File: config.mk
export PLATFORM = sky130hd
export DESIGN_NAME = frame_phase_timing_monitor
export DESIGN_NICKNAME = d
export VERILOG_FILES = /design/src/rtl/core/fptm_pkg.sv /design/src/rtl/core/frame_phase_timing_monitor.sv
export SDC_FILE = /design/constraint.sdc
export NUM_CORES = 2
export LEC_CHECK = 0
export ABC_CLOCK_PERIOD_IN_PS = 13540
export BUFFER_PORTS_ARGS = -buffer_cell sky130_fd_sc_hd__buf_2
export CAP_MARGIN = 0
export CORE_MARGIN = 4
export CORE_UTILIZATION = 59
export DETAILED_ROUTE_END_ITERATION = 7
export GPL_TIMING_DRIVEN = 0
export HOLD_SLACK_MARGIN = 0.06
export PLACE_DENSITY = 0.76
export SYNTH_ARGS = -nofsm -noshare
export SYNTH_HDL_FRONTEND = slang
export SYNTH_SLANG_ARGS = --single-unit
File: constraint.sdc
create_clock -name clk -period 13.54 [get_ports clk]
set_input_delay 4.062 -clock clk [delete_from_list [all_inputs] [get_ports clk]]
set_output_delay 4.062 -clock clk [all_outputs]
set_load 0.005 [all_outputs]
File: src/rtl/core/fptm_pkg.sv
// Package for the frame phase timing monitor: widths, constants, codes and helpers.
package fptm_pkg;

    // Window geometry. WINDOW_SIZE must be a power of two; the ring index wraps on its own.
    localparam int WINDOW_SIZE   = 16;
    localparam int WIN_IDX_W     = $clog2(WINDOW_SIZE);
    localparam int FRACTION_BITS = 8;

    // Field widths.
    localparam int OP_W     = 2;
    localparam int STAMP_W  = 32;
    localparam int MS_W     = 16;
    localparam int AVG_W    = 24;
    localparam int RAW_W    = 18;
    localparam int FAVG_W   = 26;
    localparam int DELAY_W  = 10;
    localparam int FPS_W    = 26;
    localparam int TARGET_W = 10;

    localparam longint MS_MAX_VAL = 65535;
    localparam int TOTAL_W  = $clog2(WINDOW_SIZE * MS_MAX_VAL + 1);

    localparam logic [MS_W-1:0]     MS_MAX      = '1;
    localparam logic [AVG_W-1:0]    AVG_MAX     = '1;
    localparam logic [FAVG_W-1:0]   FAVG_MAX    = '1;
    localparam logic [FPS_W-1:0]    FPS_MAX     = '1;

    // Reset contents of the rings and the target register.
    localparam logic [MS_W-1:0]     DRAW_INIT   = MS_W'(7);
    localparam logic [MS_W-1:0]     FRAME_INIT  = MS_W'(16);
    localparam logic [TARGET_W-1:0] TARGET_INIT = TARGET_W'(16);
    localparam logic [TOTAL_W-1:0]  DRAW_TOTAL_INIT  = TOTAL_W'(7 * WINDOW_SIZE);
    localparam logic [TOTAL_W-1:0]  FRAME_TOTAL_INIT = TOTAL_W'(16 * WINDOW_SIZE);

    // Frame rate numerator: 1000 ms per second times the window, in fixed point.
    localparam longint MS_PER_S  = 1000;
    localparam longint FPS_NUM   = (MS_PER_S * WINDOW_SIZE) * (longint'(1) << FRACTION_BITS);
    localparam int     FPS_NUM_W = $clog2(FPS_NUM + 1);
    localparam logic [FPS_NUM_W-1:0] FPS_NUM_VEC = FPS_NUM_W'(FPS_NUM);
    localparam int     DIV_CNT_W = $clog2(FPS_NUM_W);
    localparam int     FPS_CMP_W = (FPS_NUM_W > FPS_W) ? FPS_NUM_W : FPS_W;

    // Average arithmetic widths.
    localparam int AVG_FULL_W = TOTAL_W + FRACTION_BITS;
    localparam int AVG_CMP_W  = (AVG_FULL_W > AVG_W) ? AVG_FULL_W : AVG_W;
    localparam int FSUM_W     = AVG_W + 2;
    localparam int FSUM_CMP_W = (FSUM_W > FAVG_W) ? FSUM_W : FAVG_W;

    typedef logic [MS_W-1:0]    ms_t;
    typedef logic [TOTAL_W-1:0] total_t;
    typedef logic [AVG_W-1:0]   avg_t;

    typedef enum logic [OP_W-1:0] {
        OP_HANDLE = 2'd0,
        OP_UPDATE = 2'd1,
        OP_DRAW   = 2'd2,
        OP_FRAME  = 2'd3
    } op_t;

    typedef enum logic [2:0] {
        ST_IDLE,
        ST_DIFF,
        ST_UPDATE,
        ST_RESULT,
        ST_DIVIDE,
        ST_FINISH
    } state_t;

    // Window average: total scaled by the fraction bits, divided by the window, saturated.
    function automatic avg_t avg_of(input total_t total);
        logic [AVG_FULL_W-1:0] full;
        logic [AVG_CMP_W-1:0]  wide;
        full = AVG_FULL_W'(total) << FRACTION_BITS;
        wide = AVG_CMP_W'(full >> WIN_IDX_W);
        return (wide > AVG_CMP_W'(AVG_MAX)) ? AVG_MAX : AVG_W'(wide);
    endfunction

endpackage

File: src/rtl/core/frame_phase_timing_monitor.sv
// Top level of the frame phase timing monitor with its sequencer and frame rate divider.
//
//  Channel  | Beat signals            | Payload
//  ---------+-------------------------+----------------------------------------------
//  input    | in_valid / in_stall     | opcode, stamp_ms
//  output   | out_valid / out_stall   | phase_ms, phase_avg, frame_raw_ms, frame_avg,
//           |                         | delay_ms, fps
//  config   | cfg_valid / cfg_ready   | target_frame_ms
//
// A handle, update or draw beat steps through the diff, update, result and finish states after it
// is accepted; a frame end beat adds one divider step per quotient bit (22 steps) before finish.
// The result is loaded into the output register from finish; then the block can take a new beat.
// The frame rate is formed by a restoring divider, one quotient bit per cycle.
// Reset is asynchronous and active low; the rings come back to their initial contents at once.
// The input stalls while a beat is in work and while a finished result waits for a full output.
// The output register lets a result sit stalled while the next input beat is accepted.
module frame_phase_timing_monitor (
    input  logic                          clk,
    input  logic                          rst_n,
    input  logic                          in_valid,
    output logic                          in_stall,
    input  logic [fptm_pkg::OP_W-1:0]     opcode,
    input  logic [fptm_pkg::STAMP_W-1:0]  stamp_ms,
    output logic                          out_valid,
    input  logic                          out_stall,
    output logic [fptm_pkg::MS_W-1:0]     phase_ms,
    output logic [fptm_pkg::AVG_W-1:0]    phase_avg,
    output logic [fptm_pkg::RAW_W-1:0]    frame_raw_ms,
    output logic [fptm_pkg::FAVG_W-1:0]   frame_avg,
    output logic [fptm_pkg::DELAY_W-1:0]  delay_ms,
    output logic [fptm_pkg::FPS_W-1:0]    fps,
    input  logic                          cfg_valid,
    output logic                          cfg_ready,
    input  logic [fptm_pkg::TARGET_W-1:0] target_frame_ms
);

    // Sequencer state and the handshake decode that comes from it.
    fptm_pkg::state_t state_reg, state_next;
    logic in_fire;
    logic out_load;
    logic div_last;

    // Timing state.
    logic [fptm_pkg::TARGET_W-1:0]  target_reg;
    logic [fptm_pkg::STAMP_W-1:0]   frame_stamp_reg;
    logic [fptm_pkg::STAMP_W-1:0]   handle_stamp_reg;
    logic [fptm_pkg::STAMP_W-1:0]   update_stamp_reg;
    logic [fptm_pkg::WIN_IDX_W-1:0] win_idx_reg;
    fptm_pkg::ms_t                  handle_ring_reg [fptm_pkg::WINDOW_SIZE];
    fptm_pkg::ms_t                  update_ring_reg [fptm_pkg::WINDOW_SIZE];
    fptm_pkg::ms_t                  draw_ring_reg   [fptm_pkg::WINDOW_SIZE];
    fptm_pkg::ms_t                  frame_ring_reg  [fptm_pkg::WINDOW_SIZE];
    fptm_pkg::total_t               totals_reg      [4];
    fptm_pkg::ms_t                  last_handle_reg;
    fptm_pkg::ms_t                  last_update_reg;

    // Per-beat working registers.
    fptm_pkg::op_t                  op_reg;
    logic [fptm_pkg::STAMP_W-1:0]   stamp_reg;
    fptm_pkg::ms_t                  d_reg;
    fptm_pkg::ms_t                  old_reg;
    logic [fptm_pkg::RAW_W-1:0]     raw_reg;
    fptm_pkg::avg_t                 pavg_reg;
    logic [fptm_pkg::FAVG_W-1:0]    favg_reg;
    logic [fptm_pkg::DELAY_W-1:0]   delay_reg;
    fptm_pkg::total_t               den_reg;
    fptm_pkg::total_t               rem_reg;
    logic [fptm_pkg::FPS_NUM_W-1:0] quo_reg;
    logic [fptm_pkg::DIV_CNT_W-1:0] div_cnt_reg;

    // Output register.
    logic                           out_valid_reg;
    fptm_pkg::ms_t                  phase_ms_reg;
    fptm_pkg::avg_t                 phase_avg_reg;
    logic [fptm_pkg::RAW_W-1:0]     frame_raw_ms_reg;
    logic [fptm_pkg::FAVG_W-1:0]    frame_avg_reg;
    logic [fptm_pkg::DELAY_W-1:0]   delay_ms_reg;
    logic [fptm_pkg::FPS_W-1:0]     fps_reg;

    // Datapath intermediates.
    logic [fptm_pkg::STAMP_W-1:0]   ref_stamp;
    logic [fptm_pkg::STAMP_W-1:0]   stamp_diff;
    fptm_pkg::ms_t                  ring_old;
    fptm_pkg::total_t               op_total;
    fptm_pkg::total_t               new_total;
    fptm_pkg::avg_t                 avg_handle;
    fptm_pkg::avg_t                 avg_update;
    fptm_pkg::avg_t                 avg_draw;
    logic [fptm_pkg::FSUM_CMP_W-1:0] favg_sum;
    logic [fptm_pkg::TOTAL_W:0]     div_partial;
    logic [fptm_pkg::TOTAL_W:0]     div_trial;
    logic [fptm_pkg::FPS_CMP_W-1:0] fps_wide;

    // ------------------------------------------------------------------
    // Sequencer: next state.
    // ------------------------------------------------------------------
    always_comb
    begin
        state_next = state_reg;
        case (state_reg)
            fptm_pkg::ST_IDLE:
            begin
                if (in_fire)
                begin
                    state_next = fptm_pkg::ST_DIFF;
                end
            end
            fptm_pkg::ST_DIFF:   state_next = fptm_pkg::ST_UPDATE;
            fptm_pkg::ST_UPDATE: state_next = fptm_pkg::ST_RESULT;
            fptm_pkg::ST_RESULT:
            begin
                if (op_reg == fptm_pkg::OP_FRAME)
                begin
                    state_next = fptm_pkg::ST_DIVIDE;
                end
                else
                begin
                    state_next = fptm_pkg::ST_FINISH;
                end
            end
            fptm_pkg::ST_DIVIDE:
            begin
                if (div_last)
                begin
                    state_next = fptm_pkg::ST_FINISH;
                end
            end
            fptm_pkg::ST_FINISH:
            begin
                if (out_load)
                begin
                    state_next = fptm_pkg::ST_IDLE;
                end
            end
            default: state_next = fptm_pkg::ST_IDLE;
        endcase
    end

    // ------------------------------------------------------------------
    // Sequencer: outputs and strobes.
    // ------------------------------------------------------------------
    always_comb
    begin
        in_stall  = (state_reg != fptm_pkg::ST_IDLE);
        cfg_ready = 1'b1;
        in_fire   = in_valid && (state_reg == fptm_pkg::ST_IDLE);
        // The finished result moves into the output register once that register is free.
        out_load  = (state_reg == fptm_pkg::ST_FINISH) && (!out_valid_reg || !out_stall);
        div_last  = (state_reg == fptm_pkg::ST_DIVIDE) && (div_cnt_reg == '0);
    end

    always_ff @(posedge clk or negedge rst_n)
    begin
        if (!rst_n)
        begin
            state_reg <= fptm_pkg::ST_IDLE;
        end
        else
        begin
            state_reg <= state_next;
        end
    end

    // ------------------------------------------------------------------
    // Combinational datapath pieces.
    // ------------------------------------------------------------------
    always_comb
    begin
        // Each phase is measured from the end of the phase before it; handle and frame
        // end both measure from the previous frame end.
        case (op_reg)
            fptm_pkg::OP_UPDATE: ref_stamp = handle_stamp_reg;
            fptm_pkg::OP_DRAW:   ref_stamp = update_stamp_reg;
            default:             ref_stamp = frame_stamp_reg;
        endcase
        stamp_diff = stamp_reg - ref_stamp;

        case (op_reg)
            fptm_pkg::OP_HANDLE: ring_old = handle_ring_reg[win_idx_reg];
            fptm_pkg::OP_UPDATE: ring_old = update_ring_reg[win_idx_reg];
            fptm_pkg::OP_DRAW:   ring_old = draw_ring_reg[win_idx_reg];
            default:             ring_old = frame_ring_reg[win_idx_reg];
        endcase

        op_total  = totals_reg[op_reg];
        new_total = op_total - fptm_pkg::TOTAL_W'(old_reg) + fptm_pkg::TOTAL_W'(d_reg);

        avg_handle = fptm_pkg::avg_of(totals_reg[fptm_pkg::OP_HANDLE]);
        avg_update = fptm_pkg::avg_of(totals_reg[fptm_pkg::OP_UPDATE]);
        avg_draw   = fptm_pkg::avg_of(totals_reg[fptm_pkg::OP_DRAW]);
        favg_sum   = fptm_pkg::FSUM_CMP_W'(avg_handle) + fptm_pkg::FSUM_CMP_W'(avg_update)
                   + fptm_pkg::FSUM_CMP_W'(avg_draw);

        // One restoring division step: bring down the next numerator bit and try the divisor.
        div_partial = {rem_reg, fptm_pkg::FPS_NUM_VEC[div_cnt_reg]};
        div_trial   = div_partial - {1'b0, den_reg};

        fps_wide = fptm_pkg::FPS_CMP_W'(quo_reg);
    end

    // ------------------------------------------------------------------
    // Timing state with reset values.
    // ------------------------------------------------------------------
    always_ff @(posedge clk or negedge rst_n)
    begin
        if (!rst_n)
        begin
            target_reg       <= fptm_pkg::TARGET_INIT;
            frame_stamp_reg  <= '0;
            handle_stamp_reg <= '0;
            update_stamp_reg <= '0;
            win_idx_reg      <= '0;
            for (int i = 0; i < fptm_pkg::WINDOW_SIZE; i++)
            begin
                handle_ring_reg[i] <= '0;
                update_ring_reg[i] <= '0;
                draw_ring_reg[i]   <= fptm_pkg::DRAW_INIT;
                frame_ring_reg[i]  <= fptm_pkg::FRAME_INIT;
            end
            totals_reg[fptm_pkg::OP_HANDLE] <= '0;
            totals_reg[fptm_pkg::OP_UPDATE] <= '0;
            totals_reg[fptm_pkg::OP_DRAW]   <= fptm_pkg::DRAW_TOTAL_INIT;
            totals_reg[fptm_pkg::OP_FRAME]  <= fptm_pkg::FRAME_TOTAL_INIT;
            last_handle_reg  <= '0;
            last_update_reg  <= '0;
        end
        else
        begin
            if (cfg_valid && cfg_ready)
            begin
                target_reg <= target_frame_ms;
            end
            if (state_reg == fptm_pkg::ST_UPDATE)
            begin
                totals_reg[op_reg] <= new_total;
                case (op_reg)
                    fptm_pkg::OP_HANDLE:
                    begin
                        handle_ring_reg[win_idx_reg] <= d_reg;
                        handle_stamp_reg             <= stamp_reg;
                        last_handle_reg              <= d_reg;
                    end
                    fptm_pkg::OP_UPDATE:
                    begin
                        update_ring_reg[win_idx_reg] <= d_reg;
                        update_stamp_reg             <= stamp_reg;
                        last_update_reg              <= d_reg;
                    end
                    fptm_pkg::OP_DRAW:
                    begin
                        draw_ring_reg[win_idx_reg] <= d_reg;
                    end
                    default:
                    begin
                        // Frame end closes the window slot that all four rings share.
                        frame_ring_reg[win_idx_reg] <= d_reg;
                        frame_stamp_reg             <= stamp_reg;
                        win_idx_reg                 <= win_idx_reg + 1'b1;
                    end
                endcase
            end
        end
    end

    // ------------------------------------------------------------------
    // Per-beat working registers and the frame rate divider.
    // ------------------------------------------------------------------
    always_ff @(posedge clk)
    begin
        case (state_reg)
            fptm_pkg::ST_IDLE:
            begin
                if (in_fire)
                begin
                    op_reg    <= fptm_pkg::op_t'(opcode);
                    stamp_reg <= stamp_ms;
                end
            end
            fptm_pkg::ST_DIFF:
            begin
                d_reg   <= (stamp_diff > fptm_pkg::STAMP_W'(fptm_pkg::MS_MAX))
                         ? fptm_pkg::MS_MAX : stamp_diff[fptm_pkg::MS_W-1:0];
                old_reg <= ring_old;
            end
            fptm_pkg::ST_UPDATE:
            begin
                raw_reg <= fptm_pkg::RAW_W'(last_handle_reg) + fptm_pkg::RAW_W'(last_update_reg)
                         + fptm_pkg::RAW_W'(d_reg);
            end
            fptm_pkg::ST_RESULT:
            begin
                pavg_reg  <= fptm_pkg::avg_of(op_total);
                favg_reg  <= (favg_sum > fptm_pkg::FSUM_CMP_W'(fptm_pkg::FAVG_MAX))
                           ? fptm_pkg::FAVG_MAX : fptm_pkg::FAVG_W'(favg_sum);
                delay_reg <= (fptm_pkg::RAW_W'(target_reg) > raw_reg)
                           ? fptm_pkg::DELAY_W'(fptm_pkg::RAW_W'(target_reg) - raw_reg) : '0;
                // An empty frame window divides as if it held one millisecond.
                den_reg     <= (op_total == '0) ? fptm_pkg::TOTAL_W'(1) : op_total;
                rem_reg     <= '0;
                quo_reg     <= '0;
                div_cnt_reg <= fptm_pkg::DIV_CNT_W'(fptm_pkg::FPS_NUM_W - 1);
            end
            fptm_pkg::ST_DIVIDE:
            begin
                if (!div_trial[fptm_pkg::TOTAL_W])
                begin
                    rem_reg <= div_trial[fptm_pkg::TOTAL_W-1:0];
                    quo_reg <= {quo_reg[fptm_pkg::FPS_NUM_W-2:0], 1'b1};
                end
                else
                begin
                    rem_reg <= div_partial[fptm_pkg::TOTAL_W-1:0];
                    quo_reg <= {quo_reg[fptm_pkg::FPS_NUM_W-2:0], 1'b0};
                end
                div_cnt_reg <= div_cnt_reg - 1'b1;
            end
            default:
            begin
            end
        endcase
    end

    // ------------------------------------------------------------------
    // Output register. Fields that do not apply to an event are zero.
    // ------------------------------------------------------------------
    always_ff @(posedge clk or negedge rst_n)
    begin
        if (!rst_n)
        begin
            out_valid_reg <= 1'b0;
        end
        else if (out_load)
        begin
            out_valid_reg <= 1'b1;
        end
        else if (!out_stall)
        begin
            out_valid_reg <= 1'b0;
        end
    end

    always_ff @(posedge clk)
    begin
        if (out_load)
        begin
            phase_ms_reg  <= d_reg;
            phase_avg_reg <= pavg_reg;
            if (op_reg == fptm_pkg::OP_DRAW)
            begin
                frame_raw_ms_reg <= raw_reg;
                frame_avg_reg    <= favg_reg;
                delay_ms_reg     <= delay_reg;
            end
            else
            begin
                frame_raw_ms_reg <= '0;
                frame_avg_reg    <= '0;
                delay_ms_reg     <= '0;
            end
            if (op_reg == fptm_pkg::OP_FRAME)
            begin
                fps_reg <= (fps_wide > fptm_pkg::FPS_CMP_W'(fptm_pkg::FPS_MAX))
                         ? fptm_pkg::FPS_MAX : fptm_pkg::FPS_W'(fps_wide);
            end
            else
            begin
                fps_reg <= '0;
            end
        end
    end

    assign out_valid    = out_valid_reg;
    assign phase_ms     = phase_ms_reg;
    assign phase_avg    = phase_avg_reg;
    assign frame_raw_ms = frame_raw_ms_reg;
    assign frame_avg    = frame_avg_reg;
    assign delay_ms     = delay_ms_reg;
    assign fps          = fps_reg;

    // ------------------------------------------------------------------
    // Assertions.
    // ------------------------------------------------------------------

    // An accepted input beat starts the sequence in the next cycle.
    a_accept_starts: assert property (@(posedge clk) disable iff (!rst_n)
        (in_valid && !in_stall) |=> (state_reg == fptm_pkg::ST_DIFF))
        else $error("accepted beat did not start the sequence");

    // The divider never runs with a zero divisor.
    a_div_nonzero: assert property (@(posedge clk) disable iff (!rst_n)
        (state_reg == fptm_pkg::ST_DIVIDE) |-> (den_reg != '0))
        else $error("divider running with a zero divisor");

    // The shared window index moves only after a frame end has updated the rings.
    a_index_step: assert property (@(posedge clk) disable iff (!rst_n)
        (win_idx_reg != $past(win_idx_reg)) |->
        ($past(state_reg) == fptm_pkg::ST_UPDATE && $past(op_reg) == fptm_pkg::OP_FRAME))
        else $error("window index moved outside a frame end update");

    // A result appears only from the finishing step of the sequence.
    a_result_source: assert property (@(posedge clk) disable iff (!rst_n)
        $rose(out_valid_reg) |-> ($past(state_reg) == fptm_pkg::ST_FINISH))
        else $error("result appeared outside the finishing step");

endmodule

==> impl_metrics.json <==
{
  "start_util_pct": 59.6,
  "drtPass1Iterations": 6,
  "grt_max_degree": 177,
  "yosysWarnings": 0,
  "synth_area_leaders": "dfrtp_1 41%, edfxtp_1 13%, mux2_2 12%, mux4_2 11%, nand2_1 4.0%",
  "clockRootBuffer": "clkbuf_16",
  "clock-skew-final_ns": 0.0304,
  "setup_viol": 0,
  "hold_buffers": 0,
  "critPathKind": "reg -> reg",
  "synth_top_cells_by_count": "1181 x dfrtp_1, 781 x nand2_1, 776 x mux2_2",
  "cts_setup_buffers": 0,
  "place.gp.congestion": 0.966,
  "holdPathStages": 0,
  "fmax_mhz": 115,
  "nFillCells": 8657,
  "via_per_inst": 6.37,
  "synth_top_cell_by_area": "dfrtp_1",
  "syn_area_um2": 73000,
  "yosys.cell_count.top_type": "dfrtp_1",
  "rows": 128,
  "dp_hpwl_um": 147000,
  "core_um2": 122000,
  "cp_common_cell": "clkbuf_1",
  "cpMaxStageDelayCell": "edfxtp_1",
  "hold_ws_ns": 0.420,
  "start_kind": "register",
  "drt_iter0_drc": 5284,
  "tns_ns": 0,
  "netlist_instances": 5495,
  "cts_resized": 0,
  "areaGrowthSynthToFinish_pct": 12.1,
  "route.detailed.drc": 0,
  "syn_avg_cell_area_um2": 13.3,
  "grt-ovfl-total": 0,
  "synth-seq-cells": 1562,
  "wl_per_cell_um": 27.4,
  "ff2ff_path_depth": 22,
  "synth_cell_type_count": 84,
  "cp.required_ns": 14.04,
  "hold_viol": 0,
  "drv_slew": 0,
  "ir_drop_v": 0.000198,
  "vias": 48500,
  "p_total_uw": 18400,
  "status": "finished, final reports clean",
  "r2r-end": "d_reg[9]$_SDFFCE_PN1P_",
  "finalNetCount": 6087,
  "antenna_found_initial": 21,
  "insertion_delay_ns": 0.81,
  "ant_nets": 0,
  "port_buffers": 158,
  "rsz0062_at_grt": "false",
  "die_w_um": 360,
  "cts.clk_slew.worst_paths_ns": 0.06,
  "worstPathArrival_ns": 9.19,
  "min_period_ns": 8.69,
  "synth_flop_cell": "dfrtp_1",
  "powerDensity_nw_per_um2": 225,
  "cts.sinks": 1562,
  "critPathMaxFanout": 10,
  "worst_slew_pin_slew_ns": 1.38,
  "grt_usage_pct": 32.4,
  "yosysTopAreaCellShare_pct": 40.5,
  "slew_headroom_pct": 7.83,
  "cts_buffers": 162,
  "hp-class": "reg -> reg",
  "grt_pass1_vias": 49200,
  "io_pins": 172,
  "min-delay-start": "pavg_reg[22]$_DFFE_PN_",
  "synthArstFlopShare_pct": 80.0,
  "cp_slowest_stage_delay_ns": 0.64,
  "rrSetupSlack_ns": 4.85,
  "dieHeight_um": 360,
  "synth_edf_count": 311,
  "grt_pass1_wl_um": 313000,
  "p_leak_uw": 0.0368,
  "dieArea_um2": 129000,
  "cts_max_level": 4,
  "drt-total-wl_um": 209000,
  "final_layout_size_suffix_gt1_share_pct": 29.1,
  "cp-startpoint": "op_reg[1]$_DFFE_PP_",
  "synth-seq-area-share_pct": 55.8,
  "period_share_pct": 64.2,
  "worstPathCellList": "clkbuf_1 -> clkbuf_1 -> clkbuf_1 -> clkbuf_1 -> inv_1 -> ha_1 -> clkbuf_1 -> buf_1 -> a22oi_1 -> a21oi_1 -> ha_1 -> fa_1 -> nand2b_1 -> a21oi_2 -> o21ai_2 -> o21ai_4 -> a31oi_1 -> xor2_1 -> o21ai_0 -> nor2_1 -> clkbuf_1 -> nand4_1",
  "end_kind": "register",
  "hold_end": "phase_avg[22]$_DFFE_PP_",
  "reg2reg_from": "op_reg[1]$_DFFE_PP_",
  "cts_tree": "yes",
  "cts_max_path_buffers": 3,
  "drv_cap": 0
}
cell families (layout without fill, tap and decap cells):
family / after synthesis / in the layout / share of synthesized area (%)
xor gates and xnor gates: 90 / 90 / 1.08
and+or+nand+nor: 1200 / 1200 / 7.10
muxes: 1150 / 1150 / 23.2
other: 2 / 21 / 0.0103
buffers and inverters: 555 / 1037 / 3.04
AOI/OAI and AO/OA: 751 / 751 / 5.99
adders and majority gates: 185 / 185 / 3.76
DFF: 1562 / 1562 / 55.8
final cells by class:
| type | instances | area (um^2) | share of cell area (%) |
|---|---|---|---|
| Multi-Input combinational cell | 3389 | 30100 | 36.8 |
| Buffer | 393 | 1610 | 1.97 |
| Inverter | 162 | 608 | 0.744 |
| Timing Repair Buffer | 183 | 1290 | 1.58 |
| Tap cell | 1625 | 2030 | 2.49 |
| Clock buffer | 237 | 4740 | 5.80 |
| Clock inverter | 62 | 656 | 0.802 |
| Antenna cell | 8 | 20.0 | 0.0245 |
| Sequential cell | 1562 | 40700 | 49.8 |
how the worst max path moves through the flow:
| stage | depth (start not counted) | slack (ns) | to |
|---|---|---|---|
| after floorplan | 3 | 4.27 | delay_ms[0]$_SDFFCE_PP0P_ |
| after global placement | 1 | -18.29 | update_ring_reg[105]$_DFFE_PN0P_ |
| after detailed placement | 22 | 5.23 | d_reg[9]$_SDFFCE_PN1P_ |
| after CTS | 22 | 5.15 | d_reg[9]$_SDFFCE_PN1P_ |
| after global routing | 22 | 4.54 | d_reg[9]$_SDFFCE_PN1P_ |
| final | 22 | 4.85 | d_reg[9]$_SDFFCE_PN1P_ |
where the power goes:
part           total (uW)  internal [uW]  switching [uW]
combinational        7210           2800            4410
sequential           6690           6080             615
clock                4530           2610            1920
cells in the final DEF, fill, tap and decap left out, types with 25 or more instances in the layout:
| cell type | count |
|---|---|
| clkbuf_16 | 167 |
| a21oi_1 | 80 |
| a22oi_1 | 32 |
| mux2_2 | 776 |
| buf_1 | 52 |
| edfxtp_1 | 311 |
| ha_1 | 128 |
| clkbuf_1 | 305 |
| nor3_1 | 33 |
| nor2_1 | 140 |
| nand4_1 | 25 |
| and2_1 | 105 |
| clkbuf_8 | 30 |
| buf_2 | 215 |
| inv_1 | 146 |
| nand2_1 | 781 |
| o21ai_0 | 478 |
| dfstp_2 | 69 |
| nand3_1 | 28 |
| xnor2_1 | 56 |
| mux4_2 | 355 |
| fa_1 | 57 |
| clkinv_2 | 29 |
| xor2_1 | 34 |
| dfrtp_1 | 1181 |
metrics by stage:
step           setup WS, ns  std cells  util, %  instance area [um^2]
6_report               4.85       7621     66.8                 81800
5_1_grt                4.54       7613     66.8                 81700
4_1_cts                5.15       7611     66.8                 81700
3_5_place_dp           5.23       7312     62.4                 76300
3_3_place_gp         -18.29       7289     62.0                 75800
2_1_floorplan          4.27       5506        -                 73000
worst max-delay path: cells and delay by family (launching register included):
family	cells	cell delay, ns
simple gates	3	0.88
compound gates	7	1.58
fa+ha+maj	3	1.05
flops	1	0.64
xor+xnor	1	0.19
buf+inv	8	4.03
routing by layer:
metal	GRT usage, %	vias up	routed length [um]
li1	-	20400	-
met1	44.0	25100	80900
met2	47.8	2463	93700
met3	9.95	510	23100
met4	16.3	8	11400
met5	0	-	38
Power figures use the tool's default switching activity.
